===== config.mk =====
export PLATFORM = sky130hd
export DESIGN_NAME = brac_result_q
export DESIGN_NICKNAME = d
export VERILOG_FILES = /design/src/hw/rtl/brac_pkg.sv /design/src/hw/rtl/brac_result_q.sv
export SDC_FILE = /design/constraint.sdc
export NUM_CORES = 1
export LEC_CHECK = 0
export ABC_AREA = 0
export ABC_CLOCK_PERIOD_IN_PS = 5300
export BUFFER_PORTS_ARGS = -buffer_cell sky130_fd_sc_hd__buf_4
export CORE_MARGIN = 3
export CORE_UTILIZATION = 30
export CTS_CLUSTER_SIZE = 30
export DETAILED_ROUTE_END_ITERATION = 10
export PLACE_DENSITY = 0.57
export SYNTH_ARGS = -nofsm -noshare
export SYNTH_HDL_FRONTEND = slang
export SYNTH_SLANG_ARGS = --single-unit

===== constraint.sdc =====
create_clock -name i_clk -period 5.3 [get_ports i_clk]
set_clock_uncertainty 0.15 [all_clocks]
set_input_delay 1.325 -clock i_clk [delete_from_list [all_inputs] [get_ports i_clk]]
set_output_delay 1.325 -clock i_clk [all_outputs]
set_load 0.005 [all_outputs]

===== src/hw/rtl/brac_pkg.sv =====
// ----------------------------------------------------------------------------
// brac_pkg
// Shared types and constants for the bitmap run allocator: map geometry,
// command opcodes, the classified command beat and the result beat.
// ----------------------------------------------------------------------------
package brac_pkg;

    // Map geometry
    localparam int MAP_BYTES = 512;
    localparam int MAP_BITS  = MAP_BYTES * 8;
    localparam int MAP_WORDS = (MAP_BYTES + 3) / 4;
    localparam int AW        = (MAP_WORDS > 1) ? $clog2(MAP_WORDS) : 1;
    localparam int POS_W     = AW + 5;

    // Valid bits of the last map word; bits above the map read as used
    localparam int          LAST_BITS = MAP_BITS - 32 * (MAP_WORDS - 1);
    localparam logic [31:0] LAST_MASK = 32'((64'h1 << LAST_BITS) - 64'h1);

    // Widths of the item fields
    localparam int OP_W    = 3;
    localparam int IDX_W   = 12;
    localparam int LEN_W   = 13;
    localparam int START_W = 12;
    localparam int RUN_W   = LEN_W + 1;

    // Queue depths
    localparam int CQ_DEPTH = 2;
    localparam int CQ_PW    = $clog2(CQ_DEPTH);
    localparam int RQ_DEPTH = 2;
    localparam int RQ_PW    = $clog2(RQ_DEPTH);

    // Command opcodes
    localparam logic [OP_W-1:0] OP_SCAN      = 3'd0;
    localparam logic [OP_W-1:0] OP_SET       = 3'd1;
    localparam logic [OP_W-1:0] OP_CLEAR     = 3'd2;
    localparam logic [OP_W-1:0] OP_TEST      = 3'd3;
    localparam logic [OP_W-1:0] OP_CLEAR_ALL = 3'd4;

    // Command classes after decode
    typedef enum logic [2:0] {
        K_NOP,
        K_MISS,
        K_SCAN,
        K_SET,
        K_CLEAR,
        K_TEST,
        K_CLEAR_ALL
    } t_cmd_kind;

    // Execution engine states
    typedef enum logic [1:0] {
        ST_IDLE,
        ST_ACCESS,
        ST_SCAN
    } t_state;

    typedef struct packed {
        t_cmd_kind        kind;
        logic [AW-1:0]    word;
        logic [4:0]       bit_ofs;
        logic [LEN_W-1:0] run_len;
    } t_cmd;

    typedef struct packed {
        logic               found;
        logic [START_W-1:0] start_index;
        logic               bit_value;
    } t_result;

endpackage


===== src/hw/rtl/brac_result_q.sv =====
// ----------------------------------------------------------------------------
// brac_result_q
// Result queue: holds finished result beats until the receiver pops them.
// ----------------------------------------------------------------------------
module brac_result_q (
    input  logic                               i_clk,
    input  logic                               i_rst_n,
    input  logic                               i_res_push,
    input  brac_pkg::t_result                  i_res,
    output logic                               o_res_full,
    output logic                               empty,
    input  logic                               pop,
    output logic                               o_found,
    output logic [brac_pkg::START_W-1:0]       o_start_index,
    output logic                               o_bit_value
);

    brac_pkg::t_result             r_q [brac_pkg::RQ_DEPTH];
    logic [brac_pkg::RQ_PW-1:0]    r_wr_ptr;
    logic [brac_pkg::RQ_PW-1:0]    r_rd_ptr;
    logic [brac_pkg::RQ_PW:0]      r_count;
    logic                          wr_en;
    logic                          rd_en;
    brac_pkg::t_result             head;

    assign o_res_full    = (r_count == (brac_pkg::RQ_PW+1)'(brac_pkg::RQ_DEPTH));
    assign empty         = (r_count == '0);
    assign wr_en         = i_res_push && !o_res_full;
    assign rd_en         = pop && !empty;
    assign head          = r_q[r_rd_ptr];
    assign o_found       = head.found;
    assign o_start_index = head.start_index;
    assign o_bit_value   = head.bit_value;

    // Advance pointers and count
    always_ff @(posedge i_clk) begin
        if (!i_rst_n) begin
            r_wr_ptr <= '0;
            r_rd_ptr <= '0;
            r_count  <= '0;
        end else begin
            if (wr_en) begin
                r_wr_ptr <= r_wr_ptr + 1'b1;
            end
            if (rd_en) begin
                r_rd_ptr <= r_rd_ptr + 1'b1;
            end
            if (wr_en && !rd_en) begin
                r_count <= r_count + 1'b1;
            end else if (!wr_en && rd_en) begin
                r_count <= r_count - 1'b1;
            end
        end
    end

    // Hold result beats
    always_ff @(posedge i_clk) begin
        if (wr_en) begin
            r_q[r_wr_ptr] <= i_res;
        end
    end

endmodule


# After elaboration in Yosys (flattened, before gate mapping)
# Memories as Yosys holds them, arrays and structs flattened. A register that Yosys moved wholly into a read port is not among the register bits.
# Index checks and enable logic that the tools add are counted.
[word_totals] ramBits=28 n_memories=1 out_inout_bits=16 reg_bits=4 input_bits=18
[memory_table] name="r_q" words=2 word_bits=14 rd=1 rd_ports_with_merged_regs=1 write_ports=1 line="brac_result_q.sv:18" source="brac_pkg::t_result r_q [brac_pkg::RQ_DEPTH];"
[op_classes] eq_ne=1 n_reduce_logical=10 addsub=4 mux=6
[ops] op="$logic_and 1x1->1" count=4
[ops] op="$logic_not 1->1" count=4
[ops] op="$mux 1" count=4
[ops] op="$mux 2" count=2
[ops] op="$add 1x1->1 const B" count=2
[ops] op="$add 2x1->2 const B" count=1
[ops] op="$eq 2x2->1 const B" count=1
[ops] op="$logic_not 2->1" count=1
[ops] op="$reduce_bool 2->1" count=1
[ops] op="$sub 2x1->2 const B" count=1

# Logic depth before layout (Yosys ltp)
[logic_depth] depth_word=7 depth_mapped=7

# Least setup slack after synthesis
# No wires, ideal clock.
[synth_path] path_type="input port to flip-flop" from="input i_res_push" to="memory r_q[0][0] in the netlist's numbering, enable pin" setup_slack_ns=2.748 required_ns=4.766 arrival_ns=2.018 stages=2 path_cell_list="inv_1 nor3_2"
[synth_between] elab_chain_len=3
[synth_lines] element="start, declared" line="brac_result_q.sv:8" source="input logic i_res_push,"
[synth_lines] element="$logic_and 1x1->1" line="brac_result_q.sv:28" source="assign wr_en = i_res_push && !o_res_full;"
[synth_lines] element="$mux 1" line="brac_result_q.sv:58" source="if (wr_en) begin"
[synth_lines] element="$mux 1 (not written as such)" line="brac_result_q.sv:59" source="r_q[r_wr_ptr] <= i_res;"
[synth_lines] element="end, declared" line="brac_result_q.sv:18"
# No other way between the ends.

==> out/metrics.cfg <==
[run_status]
status=finished clean

[setup_path]
crit_type=flop to primary output
crit_chain=mux2_2 > buf_4
cp.required_ns=3.83
crit_family=flip-flops
cp-end-kind=primary output
cp.arrival_ns=1.56
crit_slowest_cell=dfxtp_1
cp_num_buf_inv=1
worst-path-max-fanout=14
slowest_delay_ns=0.73
cp-start-kind=flop

[sta]
final-setup-viol-count=0
finalHoldViolCount=0
timing.hold.ws_ns=0.385
tns_ns=0
period_needed_ns=3.03
max_freq_ghz=0.330
slew_violations=0
tightestPinTransition_ns=1.17
slew_headroom_pct=21.7
rsz0062_at_grt=no
fin_crit_sh_pct=57.2

[placement]
io_buffers=33
hpwl_um=1490
gp_congestion=0.658
placed_cells=148
placed_area_um2=1540

[synthesis]
yosys.area_share.xor_xnor_pct=2.12
synth_fa_ha_area_share_pct=1.01
synth_top_cell_by_area=edfxtp_1
synth-edff-count=28
synthCells=68
syn_area_um2=1240
synthTopCellsByArea=edfxtp_1 68%, mux2_2 13%, dfxtp_1 8.1%
synthSimpleGateAreaFrac_pct=4.45
async_flop_share_pct=0
synth_warnings=0
ys_types=20
ys_seq_area_share_pct=76.0
synth_fp_nets=87
synthDominantCellAreaShare_pct=67.9
synth-main-ff-cell=edfxtp_1
synthMuxAreaShare_pct=12.7
ys_seq_elements=33
synth-compound-area-share_pct=2.63
syn_area_per_cell_um2=18.2
synth_top_family_by_area=multiplexers

[cts]
clock_path_buffers=2
cts_tree=yes
post_cts_buffers=0
htreeDepth=2
cts-root-buf=clkbuf_8
cts.hold.buffers_added=0
cts_resized=0
insertion_delay_ns=0.28
cts_made_buffers=5
cts_sinks=33
clk_pin_slew_worst_paths_ns=0.06

[power]
p_leak_nw=0.619
irDropWorstVdd_uv=209
comb_power_share_pct=26.7
p_clk_share_pct=24.9
intPower_w=0.000558
p_sw_share_pct=25.3
p_sw_w=0.000188
p_per_area_nw_per_um2=458
seq_power_share_pct=48.4

[floorplanning]
die_h_um=70.2
fp.dieArea_um2=4930
die_w_um=70.2
coreArea_um2=3830
rows=22
pin_count=34
initial_core_util_pct=32.3

[routing]
antenna_left=0
drc=0
dr.pass1.iters=4
num_vias=684
wl_um=2110
avgViaCountPerCell=4.38
routedWlPerCell_um=13.5
drt_iter0_drc=18

[global_routing]
overflow=0
grt_pass1_vias=740
antenna_found_initial=0
grt_pass1_wl_um=3420
grt.total_usage_pct=9.24
grt_max_degree=16

[cells_and_area]
final_layout_size_suffix_gt1_share_pct=50.9
mostFrequentLayoutCells=33 x buf_4, 28 x edfxtp_1, 14 x mux2_2, 6 x clkbuf_8, 5 x dfxtp_1
antenna_cells=0
finalNonFillerCells=156
final_common_cell=buf_4
finalInstanceArea_um2=1630
syn_to_final_growth_pct=31.7
utilization_pct=42.6
fillers=358
nNetsFinal=126

[flow_run]
maxCapViolCount=0

[worst_hold_path]
hold_class=flop to flop

worst paths after layout:
| kind | slack [ns] | cells after the start | start | endpoint |
|---|---|---|---|---|
| setup reg to reg | 3.22 | 3 | r_count[0] | r_q[0][7] |
| setup / recovery | 2.27 | 2 | flop | o_start_index[7] |
| hold / removal | 0.38 | 2 | r_count[1] | r_count[1] |
| hold reg to reg | 0.38 | 2 | r_count[1] | r_count[1] |
stage by stage:
step / total power, W / setup WS [ns]
finish: 0.000746 / 2.27
global route: 0.000791 / 2.15
CTS: 0.000759 / 2.23
detailed placement: 0.000570 / 2.32
global placement: 0.000563 / 2.38
floorplan: 0.000470 / 2.75
flip-flops by register name, indices dropped and copies added (netlist names), named ones only:
| register | count |
|---|---|
| r_count | 2 |
| r_rd_ptr | 1 |
| r_q | 28 |
| r_wr_ptr | 1 |
logic make-up after synthesis:
group,count (synthesis)
compound gates,5
mux,14
buf+inv,3
fa+ha+maj,1
xor+xnor,3
flops,33
simple gates,9
cell type report:
| cell class | instances | area [µm²] | share of cell area, % |
|---|---|---|---|
| clock buffers | 8 | 90.1 | 5.53 |
| flip-flops and latches | 33 | 941 | 57.7 |
| inverters | 2 | 7.51 | 0.460 |
| multi-input cells | 32 | 284 | 17.4 |
| repair buffers | 33 | 248 | 15.2 |
| well taps | 48 | 60.1 | 3.68 |
cells in the mapped netlist, types with 2 or more instances:
cell type	n
mux2_2	14
xnor2_1	2
and2_1	3
dfxtp_1	5
edfxtp_1	28
nor2_1	2
power by group through the flow:
stage | Sequential [W] | Clock (W) | Combinational [W]
floorplan | 0.000350 | 0 | 0.000120
global placement | 0.000365 | 0 | 0.000198
detailed placement | 0.000368 | 0 | 0.000203
CTS | 0.000362 | 0.000192 | 0.000205
global route | 0.000367 | 0.000204 | 0.000220
finish | 0.000361 | 0.000186 | 0.000199
worst register-to-register path, cell delays in order, from the launching register on:
cell      delay [ns]
dfxtp_1         0.42
nand2b_1        0.18
inv_2           0.06
nor3_2          0.87
layer usage:
metal	vias up	part of all wire (%)	GRT usage (%)
met1	318	41	10.1
li1	330	-	-
met3	7	9.3	4.60
met2	29	48	14.4
met4	0	2.5	5.11
met5	-	0	0
(Power assumes the default switching activity.)
