$ cat src/hw/rtl/brac_pkg.sv
// ----------------------------------------------------------------------------
// brac_pkg
// Shared types and constants for the bitmap run allocator: map geometry,
// command opcodes, the classified command beat and the result beat.
// ----------------------------------------------------------------------------
package brac_pkg;

    // Map geometry
    localparam int MAP_BYTES = 512;
    localparam int MAP_BITS  = MAP_BYTES * 8;
    localparam int MAP_WORDS = (MAP_BYTES + 3) / 4;
    localparam int AW        = (MAP_WORDS > 1) ? $clog2(MAP_WORDS) : 1;
    localparam int POS_W     = AW + 5;

    // Valid bits of the last map word; bits above the map read as used
    localparam int          LAST_BITS = MAP_BITS - 32 * (MAP_WORDS - 1);
    localparam logic [31:0] LAST_MASK = 32'((64'h1 << LAST_BITS) - 64'h1);

    // Widths of the item fields
    localparam int OP_W    = 3;
    localparam int IDX_W   = 12;
    localparam int LEN_W   = 13;
    localparam int START_W = 12;
    localparam int RUN_W   = LEN_W + 1;

    // Queue depths
    localparam int CQ_DEPTH = 2;
    localparam int CQ_PW    = $clog2(CQ_DEPTH);
    localparam int RQ_DEPTH = 2;
    localparam int RQ_PW    = $clog2(RQ_DEPTH);

    // Command opcodes
    localparam logic [OP_W-1:0] OP_SCAN      = 3'd0;
    localparam logic [OP_W-1:0] OP_SET       = 3'd1;
    localparam logic [OP_W-1:0] OP_CLEAR     = 3'd2;
    localparam logic [OP_W-1:0] OP_TEST      = 3'd3;
    localparam logic [OP_W-1:0] OP_CLEAR_ALL = 3'd4;

    // Command classes after decode
    typedef enum logic [2:0] {
        K_NOP,
        K_MISS,
        K_SCAN,
        K_SET,
        K_CLEAR,
        K_TEST,
        K_CLEAR_ALL
    } t_cmd_kind;

    // Execution engine states
    typedef enum logic [1:0] {
        ST_IDLE,
        ST_ACCESS,
        ST_SCAN
    } t_state;

    typedef struct packed {
        t_cmd_kind        kind;
        logic [AW-1:0]    word;
        logic [4:0]       bit_ofs;
        logic [LEN_W-1:0] run_len;
    } t_cmd;

    typedef struct packed {
        logic               found;
        logic [START_W-1:0] start_index;
        logic               bit_value;
    } t_result;

endpackage

$ cat src/hw/rtl/brac_front.sv
// ----------------------------------------------------------------------------
// brac_front
// Accepts command beats, classifies them against the map bounds and holds
// them in a short command queue for the execution engine.
// ----------------------------------------------------------------------------
module brac_front (
    input  logic                         i_clk,
    input  logic                         i_rst_n,
    input  logic                         push,
    output logic                         full,
    input  logic [brac_pkg::OP_W-1:0]    i_opcode,
    input  logic [brac_pkg::IDX_W-1:0]   i_bit_index,
    input  logic [brac_pkg::LEN_W-1:0]   i_run_length,
    output logic                         o_cmd_valid,
    output brac_pkg::t_cmd               o_cmd,
    input  logic                         i_cmd_pop
);

    brac_pkg::t_cmd                r_q [brac_pkg::CQ_DEPTH];
    logic [brac_pkg::CQ_PW-1:0]    r_wr_ptr;
    logic [brac_pkg::CQ_PW-1:0]    r_rd_ptr;
    logic [brac_pkg::CQ_PW:0]      r_count;
    brac_pkg::t_cmd                dec;
    logic                          idx_in_map;
    logic                          len_ok;
    logic                          wr_en;
    logic                          rd_en;

    // Classify the incoming beat
    assign idx_in_map = (32'(i_bit_index) < 32'(brac_pkg::MAP_BITS));
    assign len_ok     = (i_run_length != '0) &&
                        (32'(i_run_length) <= 32'(brac_pkg::MAP_BITS));

    always_comb begin
        dec.word    = brac_pkg::AW'(i_bit_index >> 5);
        dec.bit_ofs = i_bit_index[4:0];
        dec.run_len = i_run_length;
        unique case (i_opcode)
            brac_pkg::OP_SCAN:      dec.kind = len_ok ? brac_pkg::K_SCAN : brac_pkg::K_MISS;
            brac_pkg::OP_SET:       dec.kind = idx_in_map ? brac_pkg::K_SET : brac_pkg::K_NOP;
            brac_pkg::OP_CLEAR:     dec.kind = idx_in_map ? brac_pkg::K_CLEAR : brac_pkg::K_NOP;
            brac_pkg::OP_TEST:      dec.kind = idx_in_map ? brac_pkg::K_TEST : brac_pkg::K_NOP;
            brac_pkg::OP_CLEAR_ALL: dec.kind = brac_pkg::K_CLEAR_ALL;
            default:                dec.kind = brac_pkg::K_NOP;
        endcase
    end

    // Queue control
    assign full        = (r_count == (brac_pkg::CQ_PW+1)'(brac_pkg::CQ_DEPTH));
    assign wr_en       = push && !full;
    assign rd_en       = i_cmd_pop && o_cmd_valid;
    assign o_cmd_valid = (r_count != '0);
    assign o_cmd       = r_q[r_rd_ptr];

    always_ff @(posedge i_clk) begin
        if (!i_rst_n) begin
            r_wr_ptr <= '0;
            r_rd_ptr <= '0;
            r_count  <= '0;
        end else begin
            if (wr_en) begin
                r_wr_ptr <= r_wr_ptr + 1'b1;
            end
            if (rd_en) begin
                r_rd_ptr <= r_rd_ptr + 1'b1;
            end
            if (wr_en && !rd_en) begin
                r_count <= r_count + 1'b1;
            end else if (!wr_en && rd_en) begin
                r_count <= r_count - 1'b1;
            end
        end
    end

    // Hold the classified beat
    always_ff @(posedge i_clk) begin
        if (wr_en) begin
            r_q[r_wr_ptr] <= dec;
        end
    end

endmodule

$ cat config.mk
export PLATFORM = sky130hd
export DESIGN_NAME = brac_front
export DESIGN_NICKNAME = d
export VERILOG_FILES = /design/src/hw/rtl/brac_pkg.sv /design/src/hw/rtl/brac_front.sv
export SDC_FILE = /design/constraint.sdc
export NUM_CORES = 1
export LEC_CHECK = 0
export ABC_AREA = 1
export BUFFER_PORTS_ARGS = -buffer_cell sky130_fd_sc_hd__clkbuf_2
export CELL_PAD_IN_SITES_DETAIL_PLACEMENT = 1
export CELL_PAD_IN_SITES_GLOBAL_PLACEMENT = 2
export CORE_UTILIZATION = 32
export DETAILED_ROUTE_END_ITERATION = 16
export PLACE_DENSITY = 0.83
export SLEW_MARGIN = 20
export SYNTH_ARGS = -nofsm -noshare
export SYNTH_HDL_FRONTEND = slang
export SYNTH_SLANG_ARGS = --single-unit
$ cat constraint.sdc
create_clock -name i_clk -period 2.19 [get_ports i_clk]
set_clock_uncertainty 0.15 [all_clocks]
set_input_delay 0.438 -clock i_clk [delete_from_list [all_inputs] [get_ports i_clk]]
set_output_delay 0.438 -clock i_clk [all_outputs]
set_load 0.01 [all_outputs]
* After elaboration in Yosys (flattened, before gate mapping) *
Memories as Yosys holds them, arrays and structs flattened. A register that Yosys moved wholly into a read port is not among the register bits.
Index checks and enable logic that the tools add are counted.

operators by class
  $add $sub $neg = 4
  multiply operators = 0
  divide/modulo/power cells = 0
  magnitude comparators = 1
  eq/ne operators = 5
  shifts and indexed selects = 0
  mux-type cells = 8
  bitwise logic cells = 0
  reductions and logical operators = 12

operators with widths
  kind                  number
  $pmux 3 s5            1
  $le 13x13->1 const B  1
  $reduce_bool 13->1    1
  $eq 3x2->1 const B    2
  $mux 2                3
  $logic_and 1x1->1     5
  $mux 1                4
  $reduce_bool 2->1     2
  $eq 3x1->1 const B    1
  $eq 3x3->1 const B    1
  $logic_not 1->1       3
  $logic_not 3->1       1
  $add 1x1->1 const B   2
  $add 2x1->2 const B   1
  $eq 2x2->1 const B    1
  $sub 2x1->2 const B   1

word-level totals
  bits in registers = 4
  bits in latches = 0
  memory bits (writable) = 56
  ROM bits = 0
  bits of input ports = 32
  word-level logic and storage cells = 34
  memories kept = 1

memories
  memory  depth  bits a word  read ports  clocked after Yosys merged registers in  wr ports  RTL line          text
  r_q     2      28           1           1                                        1         brac_front.sv:19  brac_pkg::t_cmd r_q [brac_pkg::CQ_DEPTH];

* Longest topological paths before layout *
Gate-level depths: netlist (run 1).

  depth after elaboration = 7
  mapped depth = 8
  depth with buffers taken out = 8

* Worst setup path before layout (run 1) *
No wires, ideal clock.

  kind = input to register
  from = in push
  to = mem r_q[1][0] (netlist bit), enable pin
  library setup time = 0.414 ns
  arrival time = 1.748 ns
  required time = 1.626 ns
  slack = -0.122 ns
  cell stages on the path = 2
  path buffers = 0
  path through = o21ai_1 nor2_1

between the ends
  cells in the longest elaborated chain, start to end = 3

RTL lines
  item                          RTL line          text
  from (decl)                   brac_front.sv:9   input logic push,
  $logic_and 1x1->1             brac_front.sv:50  assign wr_en = push && !full;
  $mux 1                        brac_front.sv:77  if (wr_en) begin
  $mux 1 (not written as such)  brac_front.sv:78  r_q[r_wr_ptr] <= dec;
  to (decl)                     brac_front.sv:19

Every way passes these cells.

==> run metrics, run 1 <==
EDFF count, synth 56; critical path cell sequence buf_4 > mux2_2 > clkbuf_2; Crit Path Max Fanout 13; Core Area 7210 um2; FF-to-FF path depth 8; Post-DP Area 2830 um2; final worst setup slack 0.150 ns; htree depth 3; initial antenna violation count 0; final wirelength 4570 um; RSZ-0062 raised after global routing false; Mapped Cells 146; total number of yosys warnings 0; largest net degree at the start of global routing 16; leak pwr 0.00118 uW; most frequent cells in the layout clkbuf_2 (61), edfxtp_1 (56), mux2_2 (27), nor2_1 (11), nand2_1 (11); drt via density 4.44; chip height 88.1 um; Final ANT Viol Nets 0; Worst Tran Pin Value 0.446 ns; wire per inst 14.1 um; Vias 1438; Final period util 93.2%; Crit. End Element output port; Initial Utilization 32.9%; TritonCTS clock tree yes; FMAX 490 MHz; CP max stage cell dfxtp_2; Worst slew margin 70.1%; clock latency on the worst-skew pair 0.33 ns; root buf cell clkbuf_8; GRT overflow 0; Reg clk slew, reported paths 0.07 ns; drc violations 0; DRT iter0 DRCs 48; shortest period the worst path allows 2.04 ns; Area contributors post-synth edfxtp_1 (71%), mux2_2 (13%), dfxtp_1 (4.2%); Power Dens Cells 1110 nW/um2; final setup TNS 0 ns; Synth cell types 19; Std-Cell Rows 31; Crit path largest cell delay 0.39 ns; clock buffer count from CTS 9; first-pass GRT wire length 7130 um; area added between synthesis and finish 27.8%; endpoints failing hold 0; Final Cell Area 3040 um2; Async S/R FF share, synth 0%; Diodes inserted 0; most common cell after layout, fill and taps aside clkbuf_2; Buf/Inv on CP 2; Yosys top cell area share 70.8%; io pins 62; Final Util 42.1%; Post-Syn Area 2370 um2; first drt pass iteration count 4; die area 7770 um2; #FFs+latches synth 61; Setup violations, final 0; Worst Hold Class primary input to flop; WP data required 1.60 ns; Max VDD drop 0.000485 V; Yosys top cell by area edfxtp_1; post-synth net total 179; Port Buffers 61; clk buf depth 2; Max Slew Vio Count 0; final hold slack 0.147 ns; clock sinks 61; Worst Hold Depth 1; outcome finished, final reports clean; critical path class flop to output port; Worst path top cell family by delay flip-flops; critical path depth in cells 3; DP HPWL 3360 um; Syn Area/Cell 16.3 um2; layout cells sized above 1 49.8%; ys flop type edfxtp_1; Placer Congestion 0.647; cts hold-fix bufs 0; register area share after synthesis 75.0%; vias in the first global route 1471; Post-Place Worst Slack 0.318 ns; startpoint type of the worst setup path flop; arrival time at the worst endpoint 1.45 ns; Nets 254; max cap viols 0; total track usage 13.1%; die width 88.1 um
## metal layers
layer	GRT usage, %	part of all wire, %	vias up
li1	-	-	690
met1	14.2	41	695
met2	22.7	50	42
met3	3.58	6.5	11
met4	7.92	2.1	0
met5	0	0	-
## through the flow
| step | total power (uW) | std cells |
|---|---|---|
| finish | 3370 | 324 |
| global placement | 2340 | 309 |
| global route | 3560 | 324 |
| CTS | 3430 | 324 |
| floorplan | 2050 | 146 |
| detailed placement | 2370 | 309 |
## area by class of cell
type	instances	area, um2
timing repair buffer	67	350
fill	787	4180
sequential	61	1780
clock buffer	10	128
clock inverter	5	76.3
inverter	8	30.0
tap	99	124
multi-input combinational	74	544
## sequential cells by signal, summed over array words and instances (netlist names), named ones only
name	count
r_q	56
r_count	2
r_wr_ptr	1
r_rd_ptr	1
## power breakdown
group | switching [uW] | leakage, uW | total, uW | internal, uW
Sequential | 54.9 | 0.000565 | 1530 | 1480
Clock | 410 | 0.0000998 | 1040 | 629
Combinational | 439 | 0.000512 | 793 | 355
Total | 904 | 0.00118 | 3370 | 2460
## Yosys cell counts, drive strengths merged (2+ instances only)
master	n
a21oi	5
buf	3
dfxtp	5
edfxtp	56
inv	8
mux2	28
nand2	11
nand3	4
nor2	13
o21ai	7
or2	2
## timing repair
| action | CTS | global route |
|---|---|---|
| gates resized for setup | 0 | 1 |
| hold endpoints to repair | 0 | 0 |
| endpoints found under the setup margin | 0 | 24 |
| setup buffers | 0 | 0 |
## path summary, 6_finish.rpt
path	start	to	slack, ns
max reg2reg	r_count[1]	r_count[1]	0.34
max	flop	o_cmd[6]	0.15
min reg2reg	r_rd_ptr	flop	0.33
min	i_bit_index[1]	r_q[0][14]	0.15
## logic make-up (layout without fill, tap and decap cells)
| group | count (synthesis) | in the layout | synth area share (%) |
|---|---|---|---|
| buffers and inverters | 11 | 90 | 2.69 |
| AND/OR/NAND/NOR | 32 | 32 | 5.64 |
| multiplexers | 28 | 28 | 13.3 |
| adder cells (fa/ha/maj) | 1 | 1 | 0.527 |
| flip-flops | 61 | 61 | 75.0 |
| AO/OA/AOI/OAI | 13 | 13 | 2.84 |
(Power assumes the default switching activity.)
==> run 2: changes to the inputs <==
--- a/config.mk
+++ b/config.mk
@@ -7,12 +7,13 @@
 export LEC_CHECK = 0
 export ABC_AREA = 1
 export BUFFER_PORTS_ARGS = -buffer_cell sky130_fd_sc_hd__clkbuf_2
-export CELL_PAD_IN_SITES_DETAIL_PLACEMENT = 1
-export CELL_PAD_IN_SITES_GLOBAL_PLACEMENT = 2
-export CORE_UTILIZATION = 32
+export CELL_PAD_IN_SITES_DETAIL_PLACEMENT = 0
+export CELL_PAD_IN_SITES_GLOBAL_PLACEMENT = 1
+export CORE_UTILIZATION = 30
 export DETAILED_ROUTE_END_ITERATION = 16
-export PLACE_DENSITY = 0.83
+export PLACE_DENSITY = 0.7
 export SLEW_MARGIN = 20
 export SYNTH_ARGS = -nofsm -noshare
 export SYNTH_HDL_FRONTEND = slang
 export SYNTH_SLANG_ARGS = --single-unit
+export TNS_END_PERCENT = 5
==> run 2 against run 1 <==
Net effect:
- maximum frequency is 2.4% higher
- final cell count is 1.2% higher
- worst setup slack better by 0.047 ns
- register-to-register slack hardly changed
- via count is 4.7% lower
- first-iteration DRC count is 31% lower
- hold slack better by 0.0015 ns
- core utilization is 2.5 points lower
- critical endpoint is now o_cmd[25]
==> run metrics, run 2 (synthesis results as in run 1) <==
Placer Congestion 0.660 (+1.9%); M1 WL 1820 um (-3.3%); biggest registers after layout r_q: 56 flops, r_count: 2 flops; met3 routed WL 218 um (-26%); Worst Tran Pin Value 0.479 ns (+0.0334 ns); Worst Hold Class primary input to flop; clock buffer count from CTS 9 (unchanged); highest routed layer met4; vias in the first global route 1345 (-8.6%); Layout Cells excl Fill 328 (+1.2%); cts hold-fix bufs 0 (unchanged); Crit. End Element output port; leak pwr 0.00118 uW (+0.42%); Crit Path Max Fanout 15 (+2); Diodes inserted 0 (unchanged); clock latency on the worst-skew pair 0.33 ns (about the same); htree depth 3 (unchanged); wire per inst 12.2 um (-13%); FMAX 502 MHz (+2.4%); Vias 1371 (-4.7%); Core Area 7690 um2 (+6.6%); shortest period the worst path allows 1.99 ns (-0.0473 ns); Max Slew Vio Count 0 (unchanged); critical path class flop to output port; arrival time at the worst endpoint 1.40 ns (-0.05 ns); Total Power 3330 uW (-0.91%); final wirelength 4010 um (-12%); RSZ-0062 raised after global routing false; initial antenna violation count 0 (unchanged); Final Util 39.5% (-2.5 points); chip height 91.0 um (+3.2%); total track usage 10.6% (-2.5 points); die area 8280 um2 (+6.5%); largest net degree at the start of global routing 16 (unchanged); Post-Place Worst Slack 0.324 ns (+0.00581 ns); die width 91.0 um (+3.2%); Final period util 91.0% (-2.2 points); most frequent cells in the layout clkbuf_2 (61), edfxtp_1 (56), mux2_2 (27), nor2_1 (11), nand2_1 (11); endpoints failing hold 0 (unchanged); max cap viols 0 (unchanged); TritonCTS clock tree yes; clock sinks 61 (unchanged); DP HPWL 2790 um (-17%); WP data required 1.60 ns (about the same); Post-Place Cells 312 (+0.97%); drt via density 4.18 (-5.8%); Nets 254 (unchanged); first-pass GRT wire length 6510 um (-8.6%); drc violations 0 (unchanged); Std-Cell Rows 32 (+3.2%); layout cells sized above 1 49.1% (-0.66 points); setup bufs post-CTS 0 (unchanged); Port Buffers 61 (unchanged); clk buf depth 2 (unchanged); DR WL met2 1930 um (-16%); root buf cell clkbuf_8; final worst setup slack 0.197 ns (+0.0473 ns); Worst slew margin 67.9% (-2.2 points); multi-input logic area 544 um2 (unchanged); Register Area 1780 um2 (about the same); startpoint type of the worst setup path flop; Reg clk slew, reported paths 0.07 ns (about the same); area added between synthesis and finish 28.0%; Max VDD drop 0.000427 V (-12%); DRT iter0 DRCs 33 (-31%); GRT overflow 0 (unchanged); Power Dens Cells 1100 nW/um2 (-1.0%); max reg flops 56 (unchanged); most common cell after layout, fill and taps aside clkbuf_2; first drt pass iteration count 4 (unchanged); Initial Utilization 30.9% (-2.0 points); Top reg by flops r_q; outcome finished, final reports clean; post_cts resized 0 (unchanged); Final ANT Viol Nets 0 (unchanged); # fillers 772 (-1.9%); Setup violations, final 0 (unchanged); io pins 62 (unchanged)
## run 2: changes by cell type in the layout (fill, tap and decap cells not counted), sizes merged
cell | previous run | this run
clkinvlp | 1 | 0
clkinv | 2 | 4
## run 2: layer usage
layer | vias up | global-route usage [%]
met4 | 0 | 5.95
met5 | - | 0
met1 | 640 | 12.9
met3 | 3 | 3.85
li1 | 689 | -
met2 | 39 | 16.4
## run 2: per-stage QoR
| step | hold WS, ns | TNS (ns) | instance area [um2] |
|---|---|---|---|
| final | 0.149 | 0 | 3040 |
| after global placement | 0.313 | 0 | 2830 |
| after global routing | 0.127 | 0 | 3040 |
| after detailed placement | 0.321 | 0 | 2830 |
| after CTS | 0.124 | 0 | 3040 |
| after floorplan | 0.303 | -3.00 | 2380 |
## run 2: path summary, 6_finish.rpt
path,start,end,slack (ns),cells after the start
hold / removal,i_bit_index[1],r_q[0][14],0.15,1
setup reg to reg,r_count[1],r_count[1],0.34,8
hold reg to reg,r_rd_ptr,r_rd_ptr,0.33,2
setup / recovery,flop,o_cmd[25],0.20,3
## run 2: report_power, final
| group | switching (uW) | internal [uW] | total, uW |
|---|---|---|---|
| logic | 439 | 354 | 794 |
| registers | 39.7 | 1480 | 1520 |
| clock network | 396 | 629 | 1030 |
## run 2: cell type report
cell class / instances / area share, %
timing repair buffer: 67 / 11.5
tap: 102 / 4.20
clock inverter: 6 / 2.55
multi-input combinational: 74 / 17.9
sequential: 61 / 58.6
clock buffer: 10 / 4.20
inverter: 8 / 0.988
## run 2: worst max-delay path, cell delays in order, from the launching register on
cell      delay [ns]
dfxtp_1         0.33
buf_4           0.24
mux2_2          0.37
clkbuf_2        0.13
==> run 3: changes to the inputs <==
--- a/config.mk
+++ b/config.mk
@@ -9,9 +9,10 @@
 export BUFFER_PORTS_ARGS = -buffer_cell sky130_fd_sc_hd__clkbuf_2
 export CELL_PAD_IN_SITES_DETAIL_PLACEMENT = 0
 export CELL_PAD_IN_SITES_GLOBAL_PLACEMENT = 1
+export CORE_ASPECT_RATIO = 0.9
 export CORE_UTILIZATION = 30
 export DETAILED_ROUTE_END_ITERATION = 16
-export PLACE_DENSITY = 0.7
+export PLACE_DENSITY = 0.64
 export SLEW_MARGIN = 20
 export SYNTH_ARGS = -nofsm -noshare
 export SYNTH_HDL_FRONTEND = slang
==> run 3 against run 2 <==
Net effect:
- wire length rose by 3.9%
- clock-buffer cell count fell by 1
- cell area rose by 0.29%
- non-clock buffer count fell by 1
- largest power group unchanged
==> run metrics, run 3 (synthesis results as in run 1) <==
Crit. End Element output port; endpoints failing hold 0 (unchanged); vias in the first global route 1381 (+2.7%); Final ANT Viol Nets 0 (unchanged); FMAX 476 MHz (-5.1%); final setup TNS 0 ns (unchanged); Total Power 3420 uW (+2.6%); GRT overflow 0 (unchanged); post_cts resized 0 (unchanged); r2r startpoint r_count[1]; first-pass GRT wire length 6470 um (-0.74%); Post-Place Worst Slack 0.374 ns (+0.0499 ns); max cap viols 0 (unchanged); htree depth 3 (unchanged); Nets 253 (-0.39%); CP max stage cell mux2_2; Std-Cell Rows 30 (-6.3%); max reg flops 56 (unchanged); die width 95.8 um (+5.3%); total track usage 11.5% (+0.83 points); Port Buffers 61 (unchanged); Initial Utilization 31.2% (+0.27 points); DP HPWL 2760 um (-0.93%); most frequent cells in the layout clkbuf_2 (61), edfxtp_1 (56), mux2_2 (27), nor2_1 (11), nand2_1 (11); cts hold-fix bufs 0 (unchanged); drc violations 0 (unchanged); Placer Congestion 0.704 (+6.7%); clk buf depth 2 (unchanged); biggest registers after layout r_q: 56 flops, r_count: 2 flops; startpoint type of the worst setup path flop; Worst slew margin 74.5% (+6.6 points); DRT iter0 DRCs 29 (-12%); Reg clk slew, reported paths 0.07 ns (about the same); layout cells sized above 1 50.2% (+1.1 points); Final Util 40.0% (+0.47 points); Worst Tran Pin Value 0.381 ns (-0.0984 ns); critical path cell sequence buf_4 > mux2_2 > clkbuf_2; outcome finished, final reports clean; Final period util 95.9% (+4.9 points); leak pwr 0.00118 uW (-0.17%); die area 8280 um2 (about the same); shortest period the worst path allows 2.10 ns (+0.107 ns); HP Start i_bit_index[9]; Core Area 7620 um2 (-0.88%); clock latency on the worst-skew pair 0.34 ns (about the same); largest net degree at the start of global routing 24 (+8); Max Slew Vio Count 0 (unchanged); critical path class flop to output port; io pins 62 (unchanged); most common cell after layout, fill and taps aside clkbuf_2; final hold slack 0.135 ns (-0.0135 ns); Setup violations, final 0 (unchanged); clock buffer count from CTS 9 (unchanged); Max VDD drop 0.000470 V (+10%); first drt pass iteration count 4 (unchanged); Crit Path Max Fanout 23 (+8); Power Dens Cells 1120 nW/um2 (+2.3%); Worst Hold Class primary input to flop; arrival time at the worst endpoint 1.51 ns (+0.11 ns); Vias 1367 (-0.29%); area added between synthesis and finish 28.3%; initial antenna violation count 0 (unchanged); RSZ-0062 raised after global routing false; TritonCTS clock tree yes; final wirelength 4170 um (+3.9%); setup bufs post-CTS 0 (unchanged); wire per inst 13.0 um (+6.2%); root buf cell clkbuf_8; Diodes inserted 0 (unchanged); Crit path largest cell delay 0.39 ns (+0.02 ns); WP data required 1.60 ns (about the same); drt via density 4.26 (+1.9%); Top reg by flops r_q; final worst setup slack 0.0904 ns (-0.107 ns); chip height 86.4 um (-5.0%); clock sinks 61 (unchanged)
==> run 3: cell count changes in the layout (fill, tap and decap cells not counted) <==
| cell | delta |
|---|---|
| buf_12 | +1 |
| buf_4 | -2 |
| clkbuf_1 | -1 |
| clkinv_1 | -2 |
| clkinv_2 | -1 |
| clkinvlp_4 | +2 |
| inv_6 | +2 |
| nor2_2 | +1 |
| nor2_4 | -1 |
==> run 3: critical path: cells and delay by family (launching register included) <==
family | cells | cell delay (ns)
buffers and inverters | 2 | 0.44
multiplexers | 1 | 0.39
flip-flops | 1 | 0.33
==> run 3: metrics by stage <==
step | instance area [um2] | std cells
floorplan | 2380 | 146
global placement | 2830 | 305
detailed placement | 2830 | 305
CTS | 3050 | 321
global route | 3050 | 321
finish | 3050 | 321
==> run 3: area by class of cell <==
| class | instances | area (um2) |
|---|---|---|
| inverters | 8 | 30.0 |
| flip-flops and latches | 61 | 1780 |
| clock buffers | 9 | 124 |
| repair buffers | 66 | 355 |
| fillers | 755 | 4570 |
| well taps | 96 | 120 |
| multi-input cells | 74 | 539 |
| clock inverters | 7 | 97.6 |
==> run 3: worst paths after layout <==
kind | end | slack (ns) | depth (start not counted)
worst max-delay path | o_cmd[17] | 0.09 | 3
worst min-delay path | r_q[1][22] | 0.14 | 1
worst max register to register | r_count[1] | 0.39 | 8
worst min register to register | r_rd_ptr | 0.34 | 2
==> run 3: report_power, final <==
group / leakage (uW) / switching [uW] / internal [uW]
clock network: 0.000106 / 460 / 646
registers: 0.000564 / 39.3 / 1480
logic: 0.000509 / 445 / 355
==> run 3: routing by layer <==
metal  share of wire, %  wire (um)  GRT usage [%]
met1                 45       1890           13.6
met2                 46       1910           16.9
met3                6.1        255           5.00
met4                2.7        111           7.33
met5                  0          0              0
